--- config.mk ---
export PLATFORM = sky130hd
export DESIGN_NAME = serial_frame_encoder
export DESIGN_NICKNAME = d
export VERILOG_FILES = /design/src/hw/rtl/sfe_pkg.sv /design/src/hw/rtl/sfe_front.sv /design/src/hw/rtl/sfe_queue.sv /design/src/hw/rtl/sfe_back.sv /design/src/hw/rtl/serial_frame_encoder.sv
export SDC_FILE = /design/constraint.sdc
export NUM_CORES = 1
export LEC_CHECK = 0
export BUFFER_PORTS_ARGS = -buffer_cell sky130_fd_sc_hd__buf_2
export CAP_MARGIN = 15
export CORE_MARGIN = 4
export CORE_UTILIZATION = 25
export DETAILED_ROUTE_END_ITERATION = 8
export HOLD_SLACK_MARGIN = 0.03
export MAX_ROUTING_LAYER = met4
export PLACE_DENSITY_LB_ADDON = 0.15
export SLEW_MARGIN = 5
export SYNTH_ARGS = -nofsm -noshare
export SYNTH_HDL_FRONTEND = slang
export SYNTH_HIERARCHICAL = 1
export SYNTH_SLANG_ARGS = --single-unit
--- constraint.sdc ---
create_clock -name clk -period 4.8 [get_ports clk]
set_clock_uncertainty 0.2 [all_clocks]
set_input_delay 0.24 -clock clk [delete_from_list [all_inputs] [get_ports clk]]
set_output_delay 0.24 -clock clk [all_outputs]
set_load 0.02 [all_outputs]
--- src/hw/rtl/sfe_pkg.sv ---
// Shared types and constants for the serial frame encoder.
// Used by sfe_front, sfe_queue, sfe_back and serial_frame_encoder.
package sfe_pkg;

  localparam int unsigned QueueDepth = 2;

  localparam logic [7:0] ChStart = 8'h23;  // '#'
  localparam logic [7:0] ChBase  = 8'h3D;  // '='
  localparam logic [7:0] ChCr    = 8'h0D;  // carriage return
  localparam logic [7:0] ChLowA  = 8'h61;  // 'a'

  localparam logic [4:0] AddrReset = 5'd1;

  // One unit of work for the character sequencer
  typedef struct packed {
    logic        first;      // emit header
    logic [7:0]  cmd;
    logic        grp;        // emit one group of four characters
    logic [23:0] grp_bytes;  // {a, b, c}
    logic        last;       // emit trailer
  } sfe_job_t;

  typedef enum logic [3:0] {
    ST_IDLE,
    ST_START,
    ST_ADDR,
    ST_CMD,
    ST_G0,
    ST_G1,
    ST_G2,
    ST_G3,
    ST_SUM_HI,
    ST_SUM_LO,
    ST_CR
  } sfe_step_t;

endpackage

--- src/hw/rtl/sfe_front.sv ---
// Front end: accepts input items, collects payload bytes into groups of three
// and makes a queue job of each item that yields characters. Uses sfe_pkg.
module sfe_front (
  input  logic              clk,
  input  logic              rst_n,
  input  logic              in_tvalid,
  output logic              in_tready,
  input  logic [15:0]       in_tdata,   // [7:0] command, [15:8] data_byte
  input  logic              in_tlast,   // last_item
  input  logic [1:0]        in_tuser,   // [0] has_data, [1] first_item
  input  logic              q_full,
  output logic              push,
  output sfe_pkg::sfe_job_t job
);
  import sfe_pkg::*;

  logic [7:0] a_r, a_nxt;
  logic [7:0] b_r, b_nxt;
  logic [1:0] pos_r, pos_nxt;
  logic [1:0] pos_start, pos_mid;
  logic [7:0] cmd, data;
  logic       has_data, first, last;
  logic       grp;
  logic [23:0] grp_bytes;
  logic       accept;

  assign cmd      = in_tdata[7:0];
  assign data     = in_tdata[15:8];
  assign has_data = in_tuser[0];
  assign first    = in_tuser[1];
  assign last     = in_tlast;

  always_comb begin
    a_nxt     = a_r;
    b_nxt     = b_r;
    grp       = 1'b0;
    grp_bytes = 24'h000000;
    // a new frame drops whatever was held
    pos_start = first ? 2'd0 : pos_r;
    pos_mid   = pos_start;
    if (has_data) begin
      case (pos_start)
        2'd0: begin
          a_nxt   = data;
          pos_mid = 2'd1;
        end
        2'd1: begin
          b_nxt   = data;
          pos_mid = 2'd2;
        end
        default: begin
          grp       = 1'b1;
          grp_bytes = {a_r, b_r, data};
          pos_mid   = 2'd0;
        end
      endcase
    end
    pos_nxt = pos_mid;
    if (last) begin
      // pad a short group with zero bytes
      if (pos_mid != 2'd0) begin
        grp       = 1'b1;
        grp_bytes = {a_nxt, (pos_mid == 2'd2) ? b_nxt : 8'h00, 8'h00};
      end
      pos_nxt = 2'd0;
    end
  end

  assign in_tready = !q_full;
  assign accept    = in_tvalid && !q_full;
  // drop items that produce no characters
  assign push      = accept && (first || grp || last);

  always_comb begin
    job.first     = first;
    job.cmd       = cmd;
    job.grp       = grp;
    job.grp_bytes = grp_bytes;
    job.last      = last;
  end

  always_ff @(posedge clk) begin
    if (!rst_n) begin
      pos_r <= 2'd0;
    end else if (accept) begin
      pos_r <= pos_nxt;
    end
  end

  always_ff @(posedge clk) begin
    if (accept) begin
      a_r <= a_nxt;
      b_r <= b_nxt;
    end
  end

endmodule

--- src/hw/rtl/sfe_queue.sv ---
// Small job queue between front end and character sequencer.
// Depends on sfe_pkg for the job type.
module sfe_queue #(
  parameter int unsigned DEPTH = sfe_pkg::QueueDepth
) (
  input  logic              clk,
  input  logic              rst_n,
  input  logic              push,
  input  sfe_pkg::sfe_job_t wr_job,
  input  logic              pop,
  output logic              full,
  output logic              head_valid,
  output sfe_pkg::sfe_job_t head_job
);
  import sfe_pkg::*;

  localparam int unsigned PtrW = (DEPTH > 1) ? $clog2(DEPTH) : 1;
  localparam int unsigned CntW = $clog2(DEPTH + 1);

  sfe_job_t            mem_r [DEPTH];
  logic [PtrW-1:0]     wr_ptr_r, rd_ptr_r;
  logic [CntW-1:0]     count_r;
  logic                do_push, do_pop;

  assign full       = (count_r == CntW'(DEPTH));
  assign head_valid = (count_r != '0);
  assign head_job   = mem_r[rd_ptr_r];
  assign do_push    = push && !full;
  assign do_pop     = pop && head_valid;

  always_ff @(posedge clk) begin
    if (do_push) begin
      mem_r[wr_ptr_r] <= wr_job;
    end
  end

  always_ff @(posedge clk) begin
    if (!rst_n) begin
      wr_ptr_r <= '0;
      rd_ptr_r <= '0;
      count_r  <= '0;
    end else begin
      if (do_push) begin
        wr_ptr_r <= (wr_ptr_r == PtrW'(DEPTH - 1)) ? '0 : wr_ptr_r + 1'b1;
      end
      if (do_pop) begin
        rd_ptr_r <= (rd_ptr_r == PtrW'(DEPTH - 1)) ? '0 : rd_ptr_r + 1'b1;
      end
      if (do_push && !do_pop) begin
        count_r <= count_r + 1'b1;
      end else if (do_pop && !do_push) begin
        count_r <= count_r - 1'b1;
      end
    end
  end

endmodule

--- src/hw/rtl/sfe_back.sv ---
// Back end: steps through the characters of each job, keeps the running
// checksum and the device address, and drives the output register. Uses sfe_pkg.
module sfe_back (
  input  logic              clk,
  input  logic              rst_n,
  input  logic              cfg_valid,
  input  logic [4:0]        cfg_data,
  input  logic              head_valid,
  input  sfe_pkg::sfe_job_t head_job,
  output logic              pop,
  output logic              out_tvalid,
  input  logic              out_tready,
  output logic [7:0]        out_tdata,
  output logic              out_tlast
);
  import sfe_pkg::*;

  sfe_step_t   step_r, step_nxt, cur_step, after_step;
  logic [11:0] csum_r, csum_nxt;
  logic [5:0]  slo_r;
  logic [4:0]  addr_r;
  logic        out_valid_r;
  logic [7:0]  out_char_r;
  logic        out_last_r;
  logic [7:0]  ch;
  logic        emit, done;

  assign emit = head_valid && (!out_valid_r || out_tready);

  // next step
  always_comb begin
    if (step_r == ST_IDLE) begin
      cur_step = head_job.first ? ST_START : (head_job.grp ? ST_G0 : ST_SUM_HI);
    end else begin
      cur_step = step_r;
    end
    case (cur_step)
      ST_START:  after_step = ST_ADDR;
      ST_ADDR:   after_step = ST_CMD;
      ST_CMD:    after_step = head_job.grp ? ST_G0 : (head_job.last ? ST_SUM_HI : ST_IDLE);
      ST_G0:     after_step = ST_G1;
      ST_G1:     after_step = ST_G2;
      ST_G2:     after_step = ST_G3;
      ST_G3:     after_step = head_job.last ? ST_SUM_HI : ST_IDLE;
      ST_SUM_HI: after_step = ST_SUM_LO;
      ST_SUM_LO: after_step = ST_CR;
      ST_CR:     after_step = ST_IDLE;
      default:   after_step = ST_IDLE;
    endcase
    done     = (after_step == ST_IDLE);
    step_nxt = emit ? after_step : step_r;
  end

  // character and checksum
  always_comb begin
    case (cur_step)
      ST_START:  ch = ChStart;
      ST_ADDR:   ch = ChLowA + {3'b000, addr_r};
      ST_CMD:    ch = head_job.cmd;
      ST_G0:     ch = ChBase + {2'b00, head_job.grp_bytes[23:18]};
      ST_G1:     ch = ChBase + {2'b00, head_job.grp_bytes[17:12]};
      ST_G2:     ch = ChBase + {2'b00, head_job.grp_bytes[11:6]};
      ST_G3:     ch = ChBase + {2'b00, head_job.grp_bytes[5:0]};
      ST_SUM_HI: ch = ChBase + {2'b00, csum_r[11:6]};
      ST_SUM_LO: ch = ChBase + {2'b00, slo_r};
      ST_CR:     ch = ChCr;
      default:   ch = 8'h00;
    endcase
    case (cur_step)
      ST_START: csum_nxt = {4'h0, ch};
      ST_CR:    csum_nxt = 12'h000;
      default:  csum_nxt = csum_r + {4'h0, ch};
    endcase
  end

  assign pop = emit && done;

  always_ff @(posedge clk) begin
    if (!rst_n) begin
      step_r      <= ST_IDLE;
      csum_r      <= 12'h000;
      out_valid_r <= 1'b0;
      addr_r      <= AddrReset;
    end else begin
      step_r <= step_nxt;
      if (emit) begin
        csum_r <= csum_nxt;
      end
      if (emit) begin
        out_valid_r <= 1'b1;
      end else if (out_tready) begin
        out_valid_r <= 1'b0;
      end
      if (cfg_valid) begin
        addr_r <= cfg_data;
      end
    end
  end

  always_ff @(posedge clk) begin
    if (emit) begin
      out_char_r <= ch;
      out_last_r <= done;
      // hold low half of the sum taken before the trailer started
      if (cur_step == ST_SUM_HI) begin
        slo_r <= csum_r[5:0];
      end
    end
  end

  assign out_tvalid = out_valid_r;
  assign out_tdata  = out_char_r;
  assign out_tlast  = out_last_r;

endmodule

--- src/hw/rtl/serial_frame_encoder.sv ---
// Serial frame encoder: payload items in, frame characters out.
// Instantiates sfe_front, sfe_queue and sfe_back; uses sfe_pkg.
//
// Input channel in_*: one item per handshake carries command and data_byte in
// in_tdata, has_data and first_item in in_tuser, last_item in in_tlast.
// Output channel out_*: one frame character per handshake in out_tdata; out_tlast
// marks the final character caused by one input item.
// Configuration channel cfg_*: device address, always ready; write it while
// the block is idle.
// Flow: an accepted item is written into the job queue, and its first character
// is then registered in the output register. The sequencer emits one character
// per cycle while the receiver is ready: a byte that closes a group of three
// yields 4 characters, a header 3, a trailer 3 (plus 4 for a padded group);
// bytes that only fill a group take no sequencer time. A two-entry job queue
// lets input be taken while the sequencer is still busy.
// Reset: synchronous, active low; clears the queue, the running checksum,
// the group position and sets the device address to 1.
// When the receiver stalls, the output register holds its character, the
// sequencer waits, and input is taken until the job queue fills.
module serial_frame_encoder #(
  parameter int unsigned QUEUE_DEPTH = sfe_pkg::QueueDepth
) (
  input  logic        clk,
  input  logic        rst_n,
  input  logic        in_tvalid,
  output logic        in_tready,
  input  logic [15:0] in_tdata,   // [7:0] command, [15:8] data_byte
  input  logic        in_tlast,   // last_item
  input  logic [1:0]  in_tuser,   // [0] has_data, [1] first_item
  output logic        out_tvalid,
  input  logic        out_tready,
  output logic [7:0]  out_tdata,  // [7:0] out_char
  output logic        out_tlast,  // last_of_run
  input  logic        cfg_valid,
  output logic        cfg_ready,
  input  logic [4:0]  cfg_data
);
  import sfe_pkg::*;

  sfe_job_t front_job, head_job;
  logic     push, q_full, head_valid, pop;

  assign cfg_ready = 1'b1;

  sfe_front u_front (
    .clk       (clk),
    .rst_n     (rst_n),
    .in_tvalid (in_tvalid),
    .in_tready (in_tready),
    .in_tdata  (in_tdata),
    .in_tlast  (in_tlast),
    .in_tuser  (in_tuser),
    .q_full    (q_full),
    .push      (push),
    .job       (front_job)
  );

  sfe_queue #(
    .DEPTH (QUEUE_DEPTH)
  ) u_queue (
    .clk        (clk),
    .rst_n      (rst_n),
    .push       (push),
    .wr_job     (front_job),
    .pop        (pop),
    .full       (q_full),
    .head_valid (head_valid),
    .head_job   (head_job)
  );

  sfe_back u_back (
    .clk        (clk),
    .rst_n      (rst_n),
    .cfg_valid  (cfg_valid),
    .cfg_data   (cfg_data),
    .head_valid (head_valid),
    .head_job   (head_job),
    .pop        (pop),
    .out_tvalid (out_tvalid),
    .out_tready (out_tready),
    .out_tdata  (out_tdata),
    .out_tlast  (out_tlast)
  );

`ifndef SYNTHESIS
  a_no_pop_empty: assert property (@(posedge clk) disable iff (!rst_n)
    pop |-> head_valid)
    else $error("job popped from empty queue");

  a_pop_ends_run: assert property (@(posedge clk) disable iff (!rst_n)
    pop |=> (out_tvalid && out_tlast))
    else $error("finished job did not end its run");

  a_last_pushes: assert property (@(posedge clk) disable iff (!rst_n)
    (in_tvalid && in_tready && in_tlast) |-> push)
    else $error("closing item produced no job");

  a_full_not_empty: assert property (@(posedge clk) disable iff (!rst_n)
    q_full |-> head_valid)
    else $error("queue full and empty at once");
`endif

endmodule

==> results.md <==
Outcome:
- The run finished with clean final reports.

STA:
- The final number of setup-violating endpoints is 0.
- For this run, the top clock speed supported by timing is 230 MHz.
- The max-slew violation total from the final report was 0.
- The worst path in the final design needs a cycle of 4.36 ns, including I/O delays and setup.
- For the pin with the worst max-slew slack, the measured transition is 0.822 ns.
- The worst-case headroom to the max-slew limit is 45.1%.
- For the final routed database, the setup TNS stands at 0 ns.
- The hold violation total from the final report came to 0.
- Setup repair after global routing left no endpoint under its margin.
- Of the available clock period, the critical path in the final layout requires 90.8%.

Setup path:
- The master of the slowest instance on the critical path is sky130_fd_sc_hd__dfxtp_1.
- Together, buffers and inverters on the worst path number 1.
- The data arrival at the endpoint of the critical path is 4.46 ns.
- The endpoint identified for the worst register-to-register timing path is u_back/csum_r[10].
- The origin of the critical flop-to-flop path is u_back/step_r[1].
- The category of the worst setup path capture point is a register.
- Counting cells, the worst reg-to-reg path comes to 16.
- The maximum single-stage delay on the critical path is 0.43 ns.
- The critical path data required time is 4.90 ns.
- Following the worst setup path forward leads to its endpoint at u_back/csum_r[10].
- Counting buffers and inverters, the worst setup path is 16 cells deep.
- The signal on the critical path passes through buf_4, nor2_1, o21ai_1, nand2_2, mux2_2, ha_1, xnor2_1, o21ai_0, ha_1, nor2b_1, o21ai_1, a21oi_1, o31a_1, o311ai_0, xor2_1, nor2_1.
- The kind of cell with the highest combined delay along the critical path is compound AO/OA/AOI/OAI gates.
- The most critical setup path has its startpoint at u_back/step_r[1].
- By startpoint and endpoint, the worst setup path is classified as reg2reg.
- The peak fanout along the critical path is 16.
- The register-to-register setup slack is 0.44 ns.
- The critical path startpoint category is a register.

Route:
- The count of routing violations after the opening detailed-route iteration is 356.
- Across all layers, the routed design uses 4261 vias.
- The pre-antenna-repair detailed-routing pass consisted of 4 iterations.
- The number of remaining DRC errors is 0.
- The number of nets with antenna violations after detailed routing is 0.
- After detailed routing, the number of vias per cell comes to 4.55.
- The routed wire length per instance is 16.9 µm.
- After detailed routing, the total wire length is 15800 µm.

Place:
- The congestion estimate from routability-driven global placement came to 0.880.
- The total of buffers placed on input and output ports is 39.
- Detailed placement finished with a half-perimeter wire length of 11400 µm.

Synthesis:
- The predominant post-synthesis flop cell is sky130_fd_sc_hd__edfxtp_1.
- The async set-reset flop share out of synthesis is 0%.
- The proportion of netlist area held by the largest area contributor is 46.4%.
- After synthesis, flip-flops and latches occupy 55.2% of the total area.
- The largest total area in the synthesized netlist belongs to sky130_fd_sc_hd__edfxtp_1.
- In the post-synthesis netlist, the biggest area contributors are sky130_fd_sc_hd__edfxtp_1, sky130_fd_sc_hd__mux2_2, sky130_fd_sc_hd__dfxtp_1.
- The number of synthesis warnings is 6.
- The number of instances in the synthesized netlist is 531.
- The distinct cell type count of the synthesized netlist is 68.
- The synthesized design contains 130 register bits.
- The count of flip-flops with a built-in enable after synthesis is 101.
- The combined area of all synthesized cells is 6540 µm².
- Dividing the synthesized area by the synthesized cell count gives 12.3 µm².
- The number of nets in the synthesized netlist is 572.

Floorplanning:
- The die footprint is 28800 µm².
- The core region is 25500 µm².
- The number of I/O pins is 41.
- The die is 170 µm tall.
- The number of cell rows is 58.
- The initial utilization of the core area, before any placement, comes to 25.7%.
- The horizontal die dimension is 170 µm.

Power:
- The internal power contribution is 2520 µW.
- The total power per unit cell area is 470 nW/µm².
- Overall power consumption after layout is estimated at 3710 µW.
- Summed over all cells, the static leakage comes to 0.00279 µW.
- The maximum vdd ir drop is 0.222 mV.
- The analysis attributes to net switching a power of 1190 µW.
- The part of the power in the clock network is 34.3%.
- Net switching is 32.2% of the power.
- Combinational logic is responsible for 25.6% of the overall power.
- The sequential share of power is 40.0%.

GRT:
- The initial antenna violation count is 0.
- The via count of the first global-routing pass came to 4356.
- The total global-route track usage is 11.8%.
- The remaining global-route overflow is 0.
- The pin count of the biggest net entering global routing is 37.
- The first global-routing pass estimated 25100 µm of wire.

Job:
- The number of maximum-capacitance violations is 0.

Layout:
- The number of filler cells placed in the layout is 2592.
- The post-route netlist has 25.2% of its cells at a drive strength greater than 1.
- The net count of the finished layout is 634.
- The post-synthesis to final-layout area growth is 20.7%.
- 0 antenna diodes ended up in the layout.
- Measured on the finished design, the core utilization comes to 31.0%.

Clock tree:
- Clock tree synthesis inserted a total of 17 buffers.
- CTS saw 130 sinks.
- At the later pin of the worst-skew pair, clock insertion delay measures 0.43 ns.
- The number of H-tree branching levels is 4.
- The clock transition at the register clock pins on the worst setup and hold paths after CTS is 0.06 ns.
- The buffer type at the clock tree root is sky130_fd_sc_hd__clkbuf_16.
- In this run the deepest clock path goes through 2 buffers.
- TritonCTS built the clock tree.

Min path:
- The type of the most critical hold path is in2reg.
==> cell type report <==
type / count / area (µm²) / area share, %
well taps: 330 / 413 / 5.23
repair buffers: 81 / 591 / 7.48
clock buffers: 17 / 425 / 5.39
clock inverters: 15 / 163 / 2.06
flip-flops and latches: 130 / 3610 / 45.8
inverters: 17 / 63.8 / 0.808
multi-input cells: 346 / 2630 / 33.3
==> worst register-to-register path: cells and delay by family, from the launching register on <==
family                   cells  cell delay (ns)
AO/OA/AOI/OAI                6             1.36
flip-flops                   1             0.43
buffers and inverters        1             0.26
AND/OR/NAND/NOR              4             0.77
multiplexers                 1             0.36
XOR/XNOR                     2             0.32
adder cells (fa/ha/maj)      2             0.53
==> metal layers <==
metal	track usage (%)	vias up	share of wire [%]
met5	-	-	0
met4	3.57	0	0.91
met3	2.49	10	4.0
met2	18.0	89	47
met1	15.7	2054	48
li1	-	2108	-
==> power by group through the flow <==
stage               logic (µW)  registers [µW]  clock network (µW)
global placement           928            1510                   0
floorplan                  675            1500                   0
CTS                        957            1490                1320
detailed placement         929            1510                   0
global route              1060            1500                1370
finish                     950            1490                1270
==> stage by stage <==
step	worst slack [ns]	hold slack [ns]	instances	instance area [µm²]
after global routing	0.0186	0.115	936	7900
final	0.443	0.105	936	7900
after floorplan	0.615	0.158	531	6540
after detailed placement	0.333	0.231	872	6990
after CTS	0.309	0.0899	936	7900
after global placement	0.386	0.233	872	6990
==> cells in the final DEF, fill, tap and decap left out, types with 5 or more instances in the layout <==
cell type and count:
sky130_fd_sc_hd__a22o_1 16, sky130_fd_sc_hd__xnor2_1 9, sky130_fd_sc_hd__a21oi_1 23, sky130_fd_sc_hd__nor2_1 29
sky130_fd_sc_hd__mux2i_1 9, sky130_fd_sc_hd__nor3_1 9, sky130_fd_sc_hd__edfxtp_1 101, sky130_fd_sc_hd__clkbuf_16 17
sky130_fd_sc_hd__inv_1 16, sky130_fd_sc_hd__a211oi_1 5, sky130_fd_sc_hd__buf_4 10, sky130_fd_sc_hd__buf_2 39
sky130_fd_sc_hd__o21ai_0 24, sky130_fd_sc_hd__inv_8 5, sky130_fd_sc_hd__ha_1 11, sky130_fd_sc_hd__xor2_1 8
sky130_fd_sc_hd__mux2_2 55, sky130_fd_sc_hd__nand3_1 8, sky130_fd_sc_hd__and2_1 15, sky130_fd_sc_hd__dfxtp_1 28
sky130_fd_sc_hd__nand2_1 21, sky130_fd_sc_hd__nand2b_1 6, sky130_fd_sc_hd__nor2b_1 16, sky130_fd_sc_hd__dlygate4sd3_1 32
==> sequential cells by signal (all words and copies together) (netlist names), named ones only <==
register,cells
u_queue/mem_r,70
u_front/pos_r,2
u_front/b_r,8
u_back/slo_r,6
u_front/a_r,8
u_back/out_tlast,1
u_back/csum_r,12
u_queue/count_r,2
u_back/out_tvalid,1
u_queue/rd_ptr_r,1
u_back/step_r,4
u_back/out_tdata,8
u_back/addr_r,5
u_queue/wr_ptr_r,1
==> how the worst min path moves through the flow <==
stage | startpoint | end | slack, ns | cells past startpoint
floorplan | rst_n | u_queue/wr_ptr_r | 0.16 | 1
global placement | in_tdata[0] | u_queue/mem_r[0][26] | 0.23 | 1
detailed placement | in_tdata[0] | u_queue/mem_r[0][26] | 0.23 | 1
CTS | rst_n | u_queue/wr_ptr_r | 0.09 | 2
global route | rst_n | u_queue/wr_ptr_r | 0.11 | 2
finish | rst_n | u_queue/wr_ptr_r | 0.10 | 2
==> synthesized netlist by cell type (all sizes together) (4+ instances only) <==
master and count:
o21bai 4, o21ai 28, a221o 4, nand3 8
ha 11, inv 17, and2 16, dfxtp 29
nor2 30, a22oi 4, mux2 56, clkbuf 7
a21boi 6, a211oi 6, a21oi 24, o21a 4
xnor2 9, o22ai 4, mux2i 11, buf 31
nand2 23, nand2b 6, nor3 10, xor2 8
nor2b 16, a22o 16, edfxtp 101
==> kinds of logic after synthesis <==
logic type	Yosys count	share of synthesized area (%)
AOI/OAI and AO/OA	123	13.4
xor gates and xnor gates	17	2.28
adders and majority gates	12	2.41
buffers and inverters	55	4.72
DFF	130	55.2
muxes	67	11.4
other	1	0.0573
and+or+nand+nor	126	10.5
==> repair_timing <==
item / CTS / global route
hold buffers: 32 / 0
setup buffers: 0 / 0
resized for setup: 0 / 1
hold endpoints to repair: 74 / 0
endpoints found under the setup margin: 0 / 5
Note: power is estimated with default switching activity, not from simulation.
